File: config.mk
export PLATFORM = sky130hd
export DESIGN_NAME = horizontal_gradient_pixel_writer
export DESIGN_NICKNAME = d
export VERILOG_FILES = /design/src/hw/rtl/hgpw_pkg.sv /design/src/hw/rtl/horizontal_gradient_pixel_writer.sv /design/src/hw/rtl/hgpw_csr.sv /design/src/hw/rtl/hgpw_div_step.sv /design/src/hw/rtl/hgpw_blend.sv /design/src/hw/rtl/hgpw_skid.sv
export SDC_FILE = /design/constraint.sdc
export NUM_CORES = 2
export LEC_CHECK = 0
export BUFFER_PORTS_ARGS = -buffer_cell sky130_fd_sc_hd__buf_4
export CAP_MARGIN = 40
export CORE_MARGIN = 3
export CORE_UTILIZATION = 30
export CTS_BUF_LIST = sky130_fd_sc_hd__clkbuf_8
export DETAILED_ROUTE_END_ITERATION = 10
export GPL_TIMING_DRIVEN = 0
export SYNTH_ARGS = -nofsm -noshare
export SYNTH_HDL_FRONTEND = slang
export SYNTH_SLANG_ARGS = --single-unit
File: constraint.sdc
create_clock -name clock -period 11.9 [get_ports clock]
set_clock_uncertainty 0.2 [all_clocks]
set_input_delay 2.38 -clock clock [delete_from_list [all_inputs] [get_ports clock]]
set_output_delay 2.38 -clock clock [all_outputs]
set_load 0.02 [all_outputs]
File: src/hw/rtl/hgpw_pkg.sv
// ----------------------------------------------------------------------------
// hgpw_pkg
// Shared constants, register codes and pipeline types of the gradient writer.
// ----------------------------------------------------------------------------
`default_nettype none

package hgpw_pkg;

   localparam int CoordWidth     = 12;
   localparam int PitchWidth     = 16;
   localparam int ScreenWidth    = 13;
   localparam int ColorWidth     = 24;
   localparam int ChanWidth      = 8;
   localparam int NumChans       = ColorWidth / ChanWidth;
   localparam int FracWidth      = 8;
   localparam int OffsetWidth    = 26;
   localparam int ProdWidth      = CoordWidth + PitchWidth;
   localparam int CmpWidth       = CoordWidth + ScreenWidth;
   localparam int CsrIndexWidth  = 3;
   localparam int CsrDataWidth   = 24;
   localparam int ReqDataWidth   = ((2 * CoordWidth + 7) / 8) * 8;
   localparam int RspDataWidth   = ((OffsetWidth + ColorWidth + 7) / 8) * 8;
   localparam int DivStepsPerStage = 2;
   localparam int NumDivStages   = FracWidth / DivStepsPerStage;
   localparam int PipeDepth      = NumDivStages + 1;

   typedef enum logic [CsrIndexWidth-1:0] {
      RegSpanStart,
      RegSpanWidth,
      RegStartColor,
      RegEndColor,
      RegScreenCols,
      RegScreenRows,
      RegRowPitch,
      RegDrawEnable
   } csr_index_type;

   typedef struct packed {
      logic [CoordWidth-1:0]  span_start_x;
      logic [CoordWidth-1:0]  span_width;
      logic [ColorWidth-1:0]  start_color;
      logic [ColorWidth-1:0]  end_color;
      logic [ScreenWidth-1:0] screen_columns;
      logic [ScreenWidth-1:0] screen_rows;
      logic [PitchWidth-1:0]  row_pitch_bytes;
      logic                   draw_enable;
   } cfg_type;

   typedef struct packed {
      logic                   ok;
      logic [CoordWidth-1:0]  col;
      logic [CoordWidth-1:0]  row;
      logic [CoordWidth-1:0]  rem;
      logic [FracWidth-1:0]   quo;
      logic [ProdWidth-1:0]   prod;
      logic [OffsetWidth-1:0] offset;
   } stage_type;

   typedef struct packed {
      logic                   write_valid;
      logic [OffsetWidth-1:0] word_offset;
      logic [ColorWidth-1:0]  pixel_color;
   } rsp_type;

endpackage

`default_nettype wire

File: src/hw/rtl/horizontal_gradient_pixel_writer.sv
// ----------------------------------------------------------------------------
// horizontal_gradient_pixel_writer
// Clips a pixel against screen and gradient span, blends its colour, and
// forms its framebuffer word offset.
// ----------------------------------------------------------------------------
// Usage:
//   req_* carries one pixel coordinate per transfer, rsp_* one result per
//   pixel in the same order: a write flag in rsp_tuser, and word offset and
//   colour in rsp_tdata (both zero when the pixel is clipped or disabled).
//   csr_* writes the eight span, colour, screen and pitch registers; write
//   them only while no pixel is in flight.
//   Throughput is one pixel per clock while the receiver keeps up. A result
//   reaches rsp_tvalid through one entry stage, four divider stages of two
//   quotient bits each for the blend fraction (row times pitch and the
//   offset add ride along in the first two), and one blend stage that
//   feeds the output register.
//   When the receiver stalls, the output register and one skid entry hold
//   results and the whole pipeline freezes; req_tready comes from a
//   register and drops once the skid entry fills. Nothing is lost or sent
//   twice. Reset drops all in-flight pixels and clears the configuration.
// ----------------------------------------------------------------------------
`default_nettype none

module horizontal_gradient_pixel_writer (
   input  wire logic                                clock,
   input  wire logic                                reset,
   // request: pixel_col, pixel_row
   input  wire logic                                req_tvalid,
   output logic                                     req_tready,
   input  wire logic [hgpw_pkg::ReqDataWidth-1:0]   req_tdata,
   // response
   output logic                                     rsp_tvalid,
   input  wire logic                                rsp_tready,
   // word_offset, pixel_color
   output logic      [hgpw_pkg::RspDataWidth-1:0]   rsp_tdata,
   // write_valid
   output logic                                     rsp_tuser,
   // configuration
   input  wire logic                                csr_we,
   input  wire logic [hgpw_pkg::CsrIndexWidth-1:0]  csr_index,
   input  wire logic [hgpw_pkg::CsrDataWidth-1:0]   csr_wdata
);

   hgpw_pkg::cfg_type   cfg;
   hgpw_pkg::stage_type pipe_ff [hgpw_pkg::PipeDepth];
   hgpw_pkg::stage_type pipe_in [hgpw_pkg::PipeDepth];
   logic [hgpw_pkg::PipeDepth-1:0] valid_ff;
   logic [hgpw_pkg::PipeDepth-1:0] valid_in;
   logic [hgpw_pkg::CoordWidth-1:0] div_rem [hgpw_pkg::NumDivStages];
   logic [hgpw_pkg::FracWidth-1:0]  div_quo [hgpw_pkg::NumDivStages];
   hgpw_pkg::rsp_type   res_ff;
   hgpw_pkg::rsp_type   res_in;
   hgpw_pkg::rsp_type   rsp_data;
   logic                res_valid_ff;
   logic                skid_ready;
   logic                en;
   logic [hgpw_pkg::CoordWidth-1:0] req_col;
   logic [hgpw_pkg::CoordWidth-1:0] req_row;
   logic [hgpw_pkg::CoordWidth:0]   span_end;
   logic [hgpw_pkg::ColorWidth-1:0] blend_color;

   hgpw_csr u_csr (
      .clock     (clock),
      .reset     (reset),
      .csr_we    (csr_we),
      .csr_index (csr_index),
      .csr_wdata (csr_wdata),
      .cfg       (cfg)
   );

   assign en         = skid_ready;
   assign req_tready = en;
   assign req_col    = req_tdata[hgpw_pkg::CoordWidth-1:0];
   assign req_row    = req_tdata[2*hgpw_pkg::CoordWidth-1:hgpw_pkg::CoordWidth];
   // span end without wrap
   assign span_end   = {1'b0, cfg.span_start_x} + {1'b0, cfg.span_width};

   for (genvar k = 0; k < hgpw_pkg::NumDivStages; k++) begin : g_div
      hgpw_div_step u_div_step (
         .rem_i   (pipe_ff[k].rem),
         .quo_i   (pipe_ff[k].quo),
         .divisor (cfg.span_width),
         .rem_o   (div_rem[k]),
         .quo_o   (div_quo[k])
      );
   end

   always_comb begin
      pipe_in[0].ok = cfg.draw_enable
         && (hgpw_pkg::CmpWidth'(req_col) < hgpw_pkg::CmpWidth'(cfg.screen_columns))
         && (hgpw_pkg::CmpWidth'(req_row) < hgpw_pkg::CmpWidth'(cfg.screen_rows))
         && (cfg.span_width != '0)
         && (req_col >= cfg.span_start_x)
         && ({1'b0, req_col} < span_end);
      pipe_in[0].col    = req_col;
      pipe_in[0].row    = req_row;
      pipe_in[0].rem    = req_col - cfg.span_start_x;
      pipe_in[0].quo    = '0;
      pipe_in[0].prod   = '0;
      pipe_in[0].offset = '0;
      for (int k = 1; k < hgpw_pkg::PipeDepth; k++) begin
         pipe_in[k]     = pipe_ff[k-1];
         pipe_in[k].rem = div_rem[k-1];
         pipe_in[k].quo = div_quo[k-1];
      end
      pipe_in[1].prod = hgpw_pkg::ProdWidth'(pipe_ff[0].row)
                      * hgpw_pkg::ProdWidth'(cfg.row_pitch_bytes);
      // pitch in bytes over four gives words per row
      pipe_in[2].offset = hgpw_pkg::OffsetWidth'(
         {2'b00, pipe_ff[1].prod[hgpw_pkg::ProdWidth-1:2]}
         + hgpw_pkg::ProdWidth'(pipe_ff[1].col));
   end

   always_comb begin
      valid_in[0] = req_tvalid && req_tready;
      for (int k = 1; k < hgpw_pkg::PipeDepth; k++) begin
         valid_in[k] = valid_ff[k-1];
      end
   end

   hgpw_blend u_blend (
      .frac    (pipe_ff[hgpw_pkg::PipeDepth-1].quo),
      .color_a (cfg.start_color),
      .color_b (cfg.end_color),
      .color_o (blend_color)
   );

   always_comb begin
      res_in.write_valid = pipe_ff[hgpw_pkg::PipeDepth-1].ok;
      res_in.word_offset = '0;
      res_in.pixel_color = '0;
      if (pipe_ff[hgpw_pkg::PipeDepth-1].ok) begin
         res_in.word_offset = pipe_ff[hgpw_pkg::PipeDepth-1].offset;
         res_in.pixel_color = blend_color;
      end
   end

   always_ff @(posedge clock) begin
      if (reset) begin
         valid_ff     <= '0;
         res_valid_ff <= 1'b0;
      end else if (en) begin
         valid_ff     <= valid_in;
         res_valid_ff <= valid_ff[hgpw_pkg::PipeDepth-1];
      end
   end

   always_ff @(posedge clock) begin
      if (en) begin
         pipe_ff <= pipe_in;
         res_ff  <= res_in;
      end
   end

   hgpw_skid u_skid (
      .clock     (clock),
      .reset     (reset),
      .in_valid  (res_valid_ff && en),
      .in_ready  (skid_ready),
      .in_data   (res_ff),
      .out_valid (rsp_tvalid),
      .out_ready (rsp_tready),
      .out_data  (rsp_data)
   );

   assign rsp_tuser = rsp_data.write_valid;
   assign rsp_tdata = hgpw_pkg::RspDataWidth'({rsp_data.pixel_color, rsp_data.word_offset});

   // a clipped pixel carries no offset and no colour
   a_clipped_zero: assert property (@(posedge clock) disable iff (reset)
      rsp_tvalid && !rsp_tuser |-> rsp_tdata == '0)
      else $error("clipped pixel with nonzero payload");

   // back-pressure toward the source only while a result is held
   a_stall_held: assert property (@(posedge clock) disable iff (reset)
      !req_tready |-> rsp_tvalid)
      else $error("request stalled with empty output");

   // the last pipeline stage always moves into the blend stage when enabled
   a_pipe_advance: assert property (@(posedge clock) disable iff (reset)
      en && valid_ff[hgpw_pkg::PipeDepth-1] |=> res_valid_ff)
      else $error("pixel dropped between pipeline and blend stage");

endmodule

`default_nettype wire

File: src/hw/rtl/hgpw_csr.sv
// ----------------------------------------------------------------------------
// hgpw_csr
// Configuration registers, written through a plain index/data write port.
// ----------------------------------------------------------------------------
`default_nettype none

module hgpw_csr (
   input  wire logic                                clock,
   input  wire logic                                reset,
   input  wire logic                                csr_we,
   input  wire logic [hgpw_pkg::CsrIndexWidth-1:0]  csr_index,
   input  wire logic [hgpw_pkg::CsrDataWidth-1:0]   csr_wdata,
   output hgpw_pkg::cfg_type                        cfg
);

   hgpw_pkg::cfg_type cfg_ff;
   hgpw_pkg::cfg_type cfg_in;

   always_comb begin
      cfg_in = cfg_ff;
      if (csr_we) begin
         case (hgpw_pkg::csr_index_type'(csr_index))
            hgpw_pkg::RegSpanStart: begin
               cfg_in.span_start_x = csr_wdata[hgpw_pkg::CoordWidth-1:0];
            end
            hgpw_pkg::RegSpanWidth: begin
               cfg_in.span_width = csr_wdata[hgpw_pkg::CoordWidth-1:0];
            end
            hgpw_pkg::RegStartColor: begin
               cfg_in.start_color = csr_wdata[hgpw_pkg::ColorWidth-1:0];
            end
            hgpw_pkg::RegEndColor: begin
               cfg_in.end_color = csr_wdata[hgpw_pkg::ColorWidth-1:0];
            end
            hgpw_pkg::RegScreenCols: begin
               cfg_in.screen_columns = csr_wdata[hgpw_pkg::ScreenWidth-1:0];
            end
            hgpw_pkg::RegScreenRows: begin
               cfg_in.screen_rows = csr_wdata[hgpw_pkg::ScreenWidth-1:0];
            end
            hgpw_pkg::RegRowPitch: begin
               cfg_in.row_pitch_bytes = csr_wdata[hgpw_pkg::PitchWidth-1:0];
            end
            hgpw_pkg::RegDrawEnable: begin
               cfg_in.draw_enable = csr_wdata[0];
            end
            default: begin
               cfg_in = cfg_ff;
            end
         endcase
      end
   end

   always_ff @(posedge clock) begin
      if (reset) begin
         cfg_ff <= '0;
      end else begin
         cfg_ff <= cfg_in;
      end
   end

   assign cfg = cfg_ff;

endmodule

`default_nettype wire

File: src/hw/rtl/hgpw_div_step.sv
// ----------------------------------------------------------------------------
// hgpw_div_step
// Restoring division steps for the blend fraction, two quotient bits a stage.
// ----------------------------------------------------------------------------
`default_nettype none

module hgpw_div_step (
   input  wire logic [hgpw_pkg::CoordWidth-1:0] rem_i,
   input  wire logic [hgpw_pkg::FracWidth-1:0]  quo_i,
   input  wire logic [hgpw_pkg::CoordWidth-1:0] divisor,
   output logic      [hgpw_pkg::CoordWidth-1:0] rem_o,
   output logic      [hgpw_pkg::FracWidth-1:0]  quo_o
);

   logic [hgpw_pkg::CoordWidth-1:0] r_v;
   logic [hgpw_pkg::FracWidth-1:0]  q_v;
   logic [hgpw_pkg::CoordWidth:0]   dbl_v;

   // remainder stays below the divisor, so the doubled value fits one extra bit
   always_comb begin
      r_v   = rem_i;
      q_v   = quo_i;
      dbl_v = '0;
      for (int i = 0; i < hgpw_pkg::DivStepsPerStage; i++) begin
         dbl_v = {r_v, 1'b0};
         if (dbl_v >= {1'b0, divisor}) begin
            r_v = hgpw_pkg::CoordWidth'(dbl_v - {1'b0, divisor});
            q_v = {q_v[hgpw_pkg::FracWidth-2:0], 1'b1};
         end else begin
            r_v = dbl_v[hgpw_pkg::CoordWidth-1:0];
            q_v = {q_v[hgpw_pkg::FracWidth-2:0], 1'b0};
         end
      end
   end

   assign rem_o = r_v;
   assign quo_o = q_v;

endmodule

`default_nettype wire

File: src/hw/rtl/hgpw_blend.sv
// ----------------------------------------------------------------------------
// hgpw_blend
// Per-channel linear blend of two RGB888 colours by an 8-bit fraction.
// ----------------------------------------------------------------------------
`default_nettype none

module hgpw_blend (
   input  wire logic [hgpw_pkg::FracWidth-1:0]  frac,
   input  wire logic [hgpw_pkg::ColorWidth-1:0] color_a,
   input  wire logic [hgpw_pkg::ColorWidth-1:0] color_b,
   output logic      [hgpw_pkg::ColorWidth-1:0] color_o
);

   function automatic logic [hgpw_pkg::ChanWidth-1:0] blend_chan(
      input logic [hgpw_pkg::ChanWidth-1:0] a,
      input logic [hgpw_pkg::ChanWidth-1:0] b,
      input logic [hgpw_pkg::FracWidth-1:0] t
   );
      logic [hgpw_pkg::FracWidth:0]                       inv;
      logic [hgpw_pkg::ChanWidth+hgpw_pkg::FracWidth:0]   pa;
      logic [hgpw_pkg::ChanWidth+hgpw_pkg::FracWidth-1:0] pb;
      logic [hgpw_pkg::ChanWidth:0]                       sum;
      inv = (hgpw_pkg::FracWidth+1)'(1 << hgpw_pkg::FracWidth) - {1'b0, t};
      pa  = (hgpw_pkg::ChanWidth+hgpw_pkg::FracWidth+1)'(a)
          * (hgpw_pkg::ChanWidth+hgpw_pkg::FracWidth+1)'(inv);
      pb  = (hgpw_pkg::ChanWidth+hgpw_pkg::FracWidth)'(b)
          * (hgpw_pkg::ChanWidth+hgpw_pkg::FracWidth)'(t);
      // each term truncated on its own before the add
      sum = pa[hgpw_pkg::ChanWidth+hgpw_pkg::FracWidth:hgpw_pkg::FracWidth]
          + {1'b0, pb[hgpw_pkg::ChanWidth+hgpw_pkg::FracWidth-1:hgpw_pkg::FracWidth]};
      return sum[hgpw_pkg::ChanWidth-1:0];
   endfunction

   always_comb begin
      for (int c = 0; c < hgpw_pkg::NumChans; c++) begin
         color_o[c*hgpw_pkg::ChanWidth +: hgpw_pkg::ChanWidth] =
            blend_chan(color_a[c*hgpw_pkg::ChanWidth +: hgpw_pkg::ChanWidth],
                       color_b[c*hgpw_pkg::ChanWidth +: hgpw_pkg::ChanWidth],
                       frac);
      end
   end

endmodule

`default_nettype wire

File: src/hw/rtl/hgpw_skid.sv
// ----------------------------------------------------------------------------
// hgpw_skid
// Output register with a skid entry, so ready toward the pipeline is registered.
// ----------------------------------------------------------------------------
`default_nettype none

module hgpw_skid (
   input  wire logic              clock,
   input  wire logic              reset,
   input  wire logic              in_valid,
   output logic                   in_ready,
   input  wire hgpw_pkg::rsp_type in_data,
   output logic                   out_valid,
   input  wire logic              out_ready,
   output hgpw_pkg::rsp_type      out_data
);

   logic              out_valid_ff;
   logic              out_valid_in;
   logic              skid_valid_ff;
   logic              skid_valid_in;
   hgpw_pkg::rsp_type out_data_ff;
   hgpw_pkg::rsp_type out_data_in;
   hgpw_pkg::rsp_type skid_data_ff;
   hgpw_pkg::rsp_type skid_data_in;
   logic              push;
   logic              pop;

   assign in_ready = !skid_valid_ff;
   assign push     = in_valid && !skid_valid_ff;
   assign pop      = out_valid_ff && out_ready;

   always_comb begin
      out_valid_in  = out_valid_ff;
      skid_valid_in = skid_valid_ff;
      out_data_in   = out_data_ff;
      skid_data_in  = skid_data_ff;
      if (skid_valid_ff) begin
         if (pop) begin
            out_data_in   = skid_data_ff;
            skid_valid_in = 1'b0;
         end
      end else if (push) begin
         if (!out_valid_ff || pop) begin
            out_data_in  = in_data;
            out_valid_in = 1'b1;
         end else begin
            // receiver stalled: park the transfer in the skid entry
            skid_data_in  = in_data;
            skid_valid_in = 1'b1;
         end
      end else if (pop) begin
         out_valid_in = 1'b0;
      end
   end

   always_ff @(posedge clock) begin
      if (reset) begin
         out_valid_ff  <= 1'b0;
         skid_valid_ff <= 1'b0;
      end else begin
         out_valid_ff  <= out_valid_in;
         skid_valid_ff <= skid_valid_in;
      end
   end

   always_ff @(posedge clock) begin
      out_data_ff  <= out_data_in;
      skid_data_ff <= skid_data_in;
   end

   assign out_valid = out_valid_ff;
   assign out_data  = out_data_ff;

endmodule

`default_nettype wire

==> Yosys cells after proc, flatten, opt, wreduce, memory -nomap -nowiden <==
Cells that the tools add are included.
{ "totals": {"rom_bits": 0, "elab_cells": 142, "latchBits": 0, "register_bits": 491, "output_inout_bits": 59, "mem_bits_rw": 0, "memories": 0} }
{ "classes": {"div_mod_pow": 0, "reduce_logical": 28, "multipliers": 7, "n_lt_le_gt_ge": 12, "n_addsub": 14, "n_eq_ne": 9, "mux": 26, "n_shift": 0, "bitwise": 2} }
{ "op_table": {"columns": ["operator", "count"], "rows": [
  ["two-way mux 51 bit", 4],
  ["greater-or-equal comparator 13 x 12 -> 1 bit", 8],
  ["subtractor 12 bit", 8],
  ["two-way mux 12 bit", 7],
  ["multiplier 8 x 8 -> 16 bit", 3],
  ["multiplier 8 x 9 -> 16 bit", 3],
  ["< comparator 12 x 13 -> 1 bit", 3],
  ["multiplier 12 x 16 -> 28 bit", 1],
  ["adder 26 x 12 -> 26 bit", 1],
  ["adder 8 bit", 3],
  ["AND reduction 2 bit", 8],
  ["two-way mux 1 bit", 15],
  ["adder 12 x 12 -> 13 bit", 1],
  ["equality test 3 bit (second input constant)", 4],
  ["greater-or-equal comparator 12 bit", 1],
  ["nonzero test 12 bit", 1],
  ["logical AND 1 bit", 9],
  ["AND reduction 3 bit", 3],
  ["subtractor 9 x 8 -> 9 bit (first input constant)", 1],
  ["equality test 3 x 2 -> 1 bit (second input constant)", 2],
  ["nonzero test 2 bit", 3],
  ["!= test 2 bit (second input constant)", 2],
  ["equality test 3 x 1 -> 1 bit (second input constant)", 1],
  ["zero test 3 bit", 1],
  ["other kinds (3)", 5]
]} }

==> Depth between registers and ports, before layout <==
{ "depth": {"depth_word": 6, "mapped_depth": 32, "ltp_nobuf": 28} }

==> By module <==
From an unflattened synthesis, not the netlist that was laid out.
{ "unflattened": {"cells_unflattened": 4403, "area_unflattened_um2": 45239.6} }
{ "by_module_without_submodules": {"columns": ["mod", "instances", "area_each_um2", "cells_each", "seq_area_each_um2"], "rows": [
  ["horizontal_gradient_pixel_writer", 1, 17943.5, 1504, 8408.1],
  ["hgpw_blend", 1, 12789.8, 1515, 0.0],
  ["hgpw_csr", 1, 4598.2, 414, 2302.2],
  ["hgpw_skid", 1, 3807.4, 172, 3103.0],
  ["hgpw_div_step at g_div[2].u_div_step ...", 2, 1550.2, 202, 0.0],
  ["hgpw_div_step at g_div[1].u_div_step", 1, 1560.2, 203, 0.0],
  ["hgpw_div_step at g_div[0].u_div_step", 1, 1440.1, 191, 0.0]
]} }

==> Worst setup path after synthesis <==
OpenSTA, ideal clock, no wires.
{ "synth_path": {"kind": "register to register", "from": "register u_skid.skid_valid_ff", "to": "register u_skid.out_data_ff, in the netlist u_skid.out_data[0] (enable)", "slack_ns": 2.163, "t_arrival_ns": 9.061, "required_ns": 11.224, "path_stages_with_launch": 6, "synth_period_minus_slack_ns": 9.737, "path_buffers": 2, "cell_sequence": "dfxtp_1 clkbuf_1 clkbuf_1 inv_1 nand2_1 a21oi_1"} }
{ "synth_via": {"elab_chain_cells": 5} }
{ "synth_rtl": {"columns": ["item", "line", "text"], "rows": [
  ["start, declared", "hgpw_skid.sv:20", "logic skid_valid_ff;"],
  ["start signal, assigned", "hgpw_skid.sv:63", "skid_valid_ff <= skid_valid_in;"],
  ["zero test 1 bit (*)", "hgpw_skid.sv:29", "assign in_ready = !skid_valid_ff;"],
  ["via req_tready", "horizontal_gradient_pixel_writer.sv:29", "output logic req_tready,"],
  ["logical AND 1 bit", "horizontal_gradient_pixel_writer.sv:158", ".in_valid (res_valid_ff && en),"],
  ["logical AND 1 bit (*)", "hgpw_skid.sv:30", "assign push = in_valid && !skid_valid_ff;"],
  ["nonzero test 2 bit (no source line) (*)", null, null],
  ["AND reduction 3 bit (no source line) (*)", null, null],
  ["end signal, assigned", "hgpw_skid.sv:68", "out_data_ff <= out_data_in;"],
  ["end, declared", "hgpw_skid.sv:22", "hgpw_pkg::rsp_type out_data_ff;"]
]} }
Mark *: on every way through the listed nets, which the timed path passes. The rest lies on a longest branch.
A chain may end at the register's enable or synchronous reset.

==> Worst setup path in the final report <==
{ "layout_path": {"from": "register pipe_ff[54] (netlist name)", "to": "register res_ff[23] (netlist name) (data pin)"} }
{ "layout_via": {"elab_chain_cells": 3} }
{ "layout_rtl": {"columns": ["item", "line", "text"], "rows": [
  ["start, declared", "horizontal_gradient_pixel_writer.sv:45", "hgpw_pkg::stage_type pipe_ff [hgpw_pkg::PipeDepth];"],
  ["start signal, assigned", "horizontal_gradient_pixel_writer.sv:150", "pipe_ff <= pipe_in;"],
  ["subtractor 9 x 8 -> 9 bit", "hgpw_blend.sv:23", "inv = (hgpw_pkg::FracWidth+1)'(1 << hgpw_pkg::FracWidth) - {1'b0, t};"],
  ["multiplier 8 x 9 -> 16 bit", "hgpw_blend.sv:25", "* (hgpw_pkg::ChanWidth+hgpw_pkg::FracWidth+1)'(inv);"],
  ["adder 8 bit (*)", "hgpw_blend.sv:30", "+ {1'b0, pb[hgpw_pkg::ChanWidth+hgpw_pkg::FracWidth-1:hgpw_pkg::FracWidth]};"],
  ["end signal, assigned", "horizontal_gradient_pixel_writer.sv:151", "res_ff <= res_in;"],
  ["end, declared", "horizontal_gradient_pixel_writer.sv:51", "hgpw_pkg::rsp_type res_ff;"]
]} }
Every way passes the cells marked *; elsewhere a longest branch is shown, timed or not.

==> metrics.yaml <==
status: "finished, final reports clean"
antenna_found_initial: 6
ant_nets: 0
reg2reg_from: "pipe_ff[54]"
switching_share_pct: 36.1
drt-total-wl_um: 106000
cts_resized: 0
wl_met1_um: 49300
wire_per_inst_um: 16.5
ioPinCount: 115
cts-root-buf: "clkbuf_8"
maxCapViolations: 0
fmax_ghz: 0.104
num_vias: 30000
synthTopCellsByCount: "inv_1, nand2_1, ha_1, fa_1, edfxtp_1"
drv_slew: 0
fp-row-count: 137
h-tree-depth: 3
slowest_stage: "xnor2_1"
setup_viol: 0
pwr_density_cell_nw_per_um2: 135
hold_depth: 0
nets: 5333
overflow: 0
clk_latency_ns: 0.74
r2r_end: "res_ff[23]"
synth_warnings: 0
grt.total_usage_pct: 14.5
switchingPower_mw: 2.31
endpoint_kind: "flip-flop"
p_int_mw: 4.09
grt_pass1_vias: 30100
p_clk_share_pct: 25.7
worst-path-stages: 28
tightest_slew_ns: 0.892
dp_hpwl_um: 83400
cp_top_family: "adder cells"
min_path_type: "flip-flop to flip-flop"
core_um2: 140000
min_to: "pipe_ff[13]"
grt_pass1_wl_um: 168000
tns_ns: 0
relSlewSlack_pct: 40.5
cts_tree: "yes"
drt-vias-per-instance: 4.69
wl_met3_um: 5540
ys_types: 86
firstDrtPassIters: 5
arrival_ns: 10.06
finalCriticalPeriod_ns: 9.65
place_congestion: 0.867
min_period_over_period_pct: 81.1
p_comb_share_pct: 40.7
ys_seq_elements: 489
seqPwrFrac_pct: 33.7
yosysTopAreaCellShare_pct: 25.9
crit_path_max_incr_delay_ns: 0.64
drc_errors: 0
initial_utilization_pct: 30.3
rsz0062_at_grt: "false"
synthArstFlopShare_pct: 0
dieArea_um2: 146000
fp.dieW_um: 382
dp.cells: 6249
postCtsHoldBufs: 0
drive_gt1_share_pct: 8.38
cp_max_fo: 10
netlist_area_um2: 42500
worstSetupPathType: "flip-flop to flip-flop"
clock_sinks: 489
io_buffers: 104
ys.flop_type: "edfxtp_1"
grt_max_degree: 130
die_h_um: 382
worstRegToRegCells: 28
start_kind: "flip-flop"
drt_iter0_markers: 1981
synth_top_cell_by_area: "edfxtp_1"
ir_drop_v: 0.000121
met2_length_um: 48200
cts_buffers: 84
cp-startpoint: "pipe_ff[54]"
post_cts_buffers: 0
p_leak_nw: 21.1
cts.path.max_buffers: 3
ys_top_cells_by_area: "edfxtp_1, fa_1, ha_1"
worstHoldStart: "pipe_ff[112]"
hold_viol_final: 0
cp.required_ns: 12.31
synth_edf_count: 366
crit_buf_inv: 8
syn_area_per_cell_um2: 9.98
clkTransAtPathRegs_ns: 0.06
yosysSeqAreaShare_pct: 31.7
netlist_instances: 4254
instances_no_fill: 6404
routed.top_layer: "met5"
reg2reg_slack_ns: 2.25
areaGrowthSynthToFinish_pct: 12.1
## cells in the final DEF, fill, tap and decap left out, drive strengths merged, types with 47 or more instances in the layout
cell	count
nor2b	54
buf	150
nand2	578
edfxtp	366
and2	347
xnor2	129
a21o	62
dfxtp	123
fa	375
mux2	110
nor3	52
inv	604
xor2	47
clkbuf	223
a21oi	223
nor2	160
o21ai	84
ha	443
## how the worst max path moves through the flow
stage	slack, ns	end
after floorplan	2.16	u_skid.out_data[0]
after global placement	-2.35	u_skid.out_data[41]
after detailed placement	2.24	res_ff[23]
after CTS	2.26	res_ff[23]
after global routing	1.72	res_ff[23]
final	2.25	res_ff[23]
## final cells by class
class / instances / area [um2]
inverters: 579 / 2180
clock buffers: 93 / 1280
fillers: 14200 / 92400
well taps: 1876 / 2350
plain buffers: 166 / 674
multi-input cells: 3025 / 26200
clock inverters: 58 / 513
repair buffers: 114 / 960
diodes: 4 / 10.0
flip-flops and latches: 489 / 13500
## worst register-to-register path, delay by kind of cell (launching register included)
kind	cells	cell delay, ns
AOI/OAI and AO/OA	5	1.38
xor gates and xnor gates	4	1.69
adders and majority gates	7	2.78
buffers and inverters	8	2.22
DFF	1	0.31
and+or+nand+nor	4	0.93
## routing by layer
metal	vias to the layer above	track usage (%)
met5	-	0
li1	14500	-
met4	6	3.88
met2	693	23.4
met1	14700	20.4
met3	138	1.98
## flip-flops by register name, summed over array words and instances, names as in the netlist
name	count
pipe_ff	213
res_ff	51
res_valid_ff	1
u_csr.cfg	115
u_skid.out_data	51
u_skid.out_valid	1
u_skid.skid_data_ff	51
u_skid.skid_valid_ff	1
valid_ff	5
## stage by stage
stage	util [%]	total power [mW]	hold slack, ns	instance area (um2)	worst slack, ns
floorplan	-	4.11	0.200	42500	2.16
global placement	32.6	4.71	0.201	45600	-2.35
detailed placement	32.7	4.76	0.205	45800	2.24
CTS	34.0	6.45	0.210	47600	2.26
global route	34.0	6.84	0.209	47600	1.72
finish	34.0	6.41	0.210	47600	2.25
## power groups by stage
stage | Clock, mW | Combinational, mW | Sequential (mW)
final | 1.64 | 2.61 | 2.16
after global routing | 1.77 | 2.90 | 2.17
after CTS | 1.70 | 2.59 | 2.16
after detailed placement | 0 | 2.56 | 2.19
after global placement | 0 | 2.52 | 2.19
after floorplan | 0 | 1.95 | 2.16
## cell families (layout without fill, tap and decap cells)
kind of cell	after synthesis	in the layout	synth area share, %
muxes	122	122	3.20
buffers and inverters	745	1010	6.71
DFF	489	489	31.7
other	1	10	0.00883
adders and majority gates	818	818	30.7
xor gates and xnor gates	179	179	3.79
and+or+nand+nor	1358	1358	15.6
AOI/OAI and AO/OA	542	542	8.25
No activity file was read; power rests on OpenSTA's default activity.
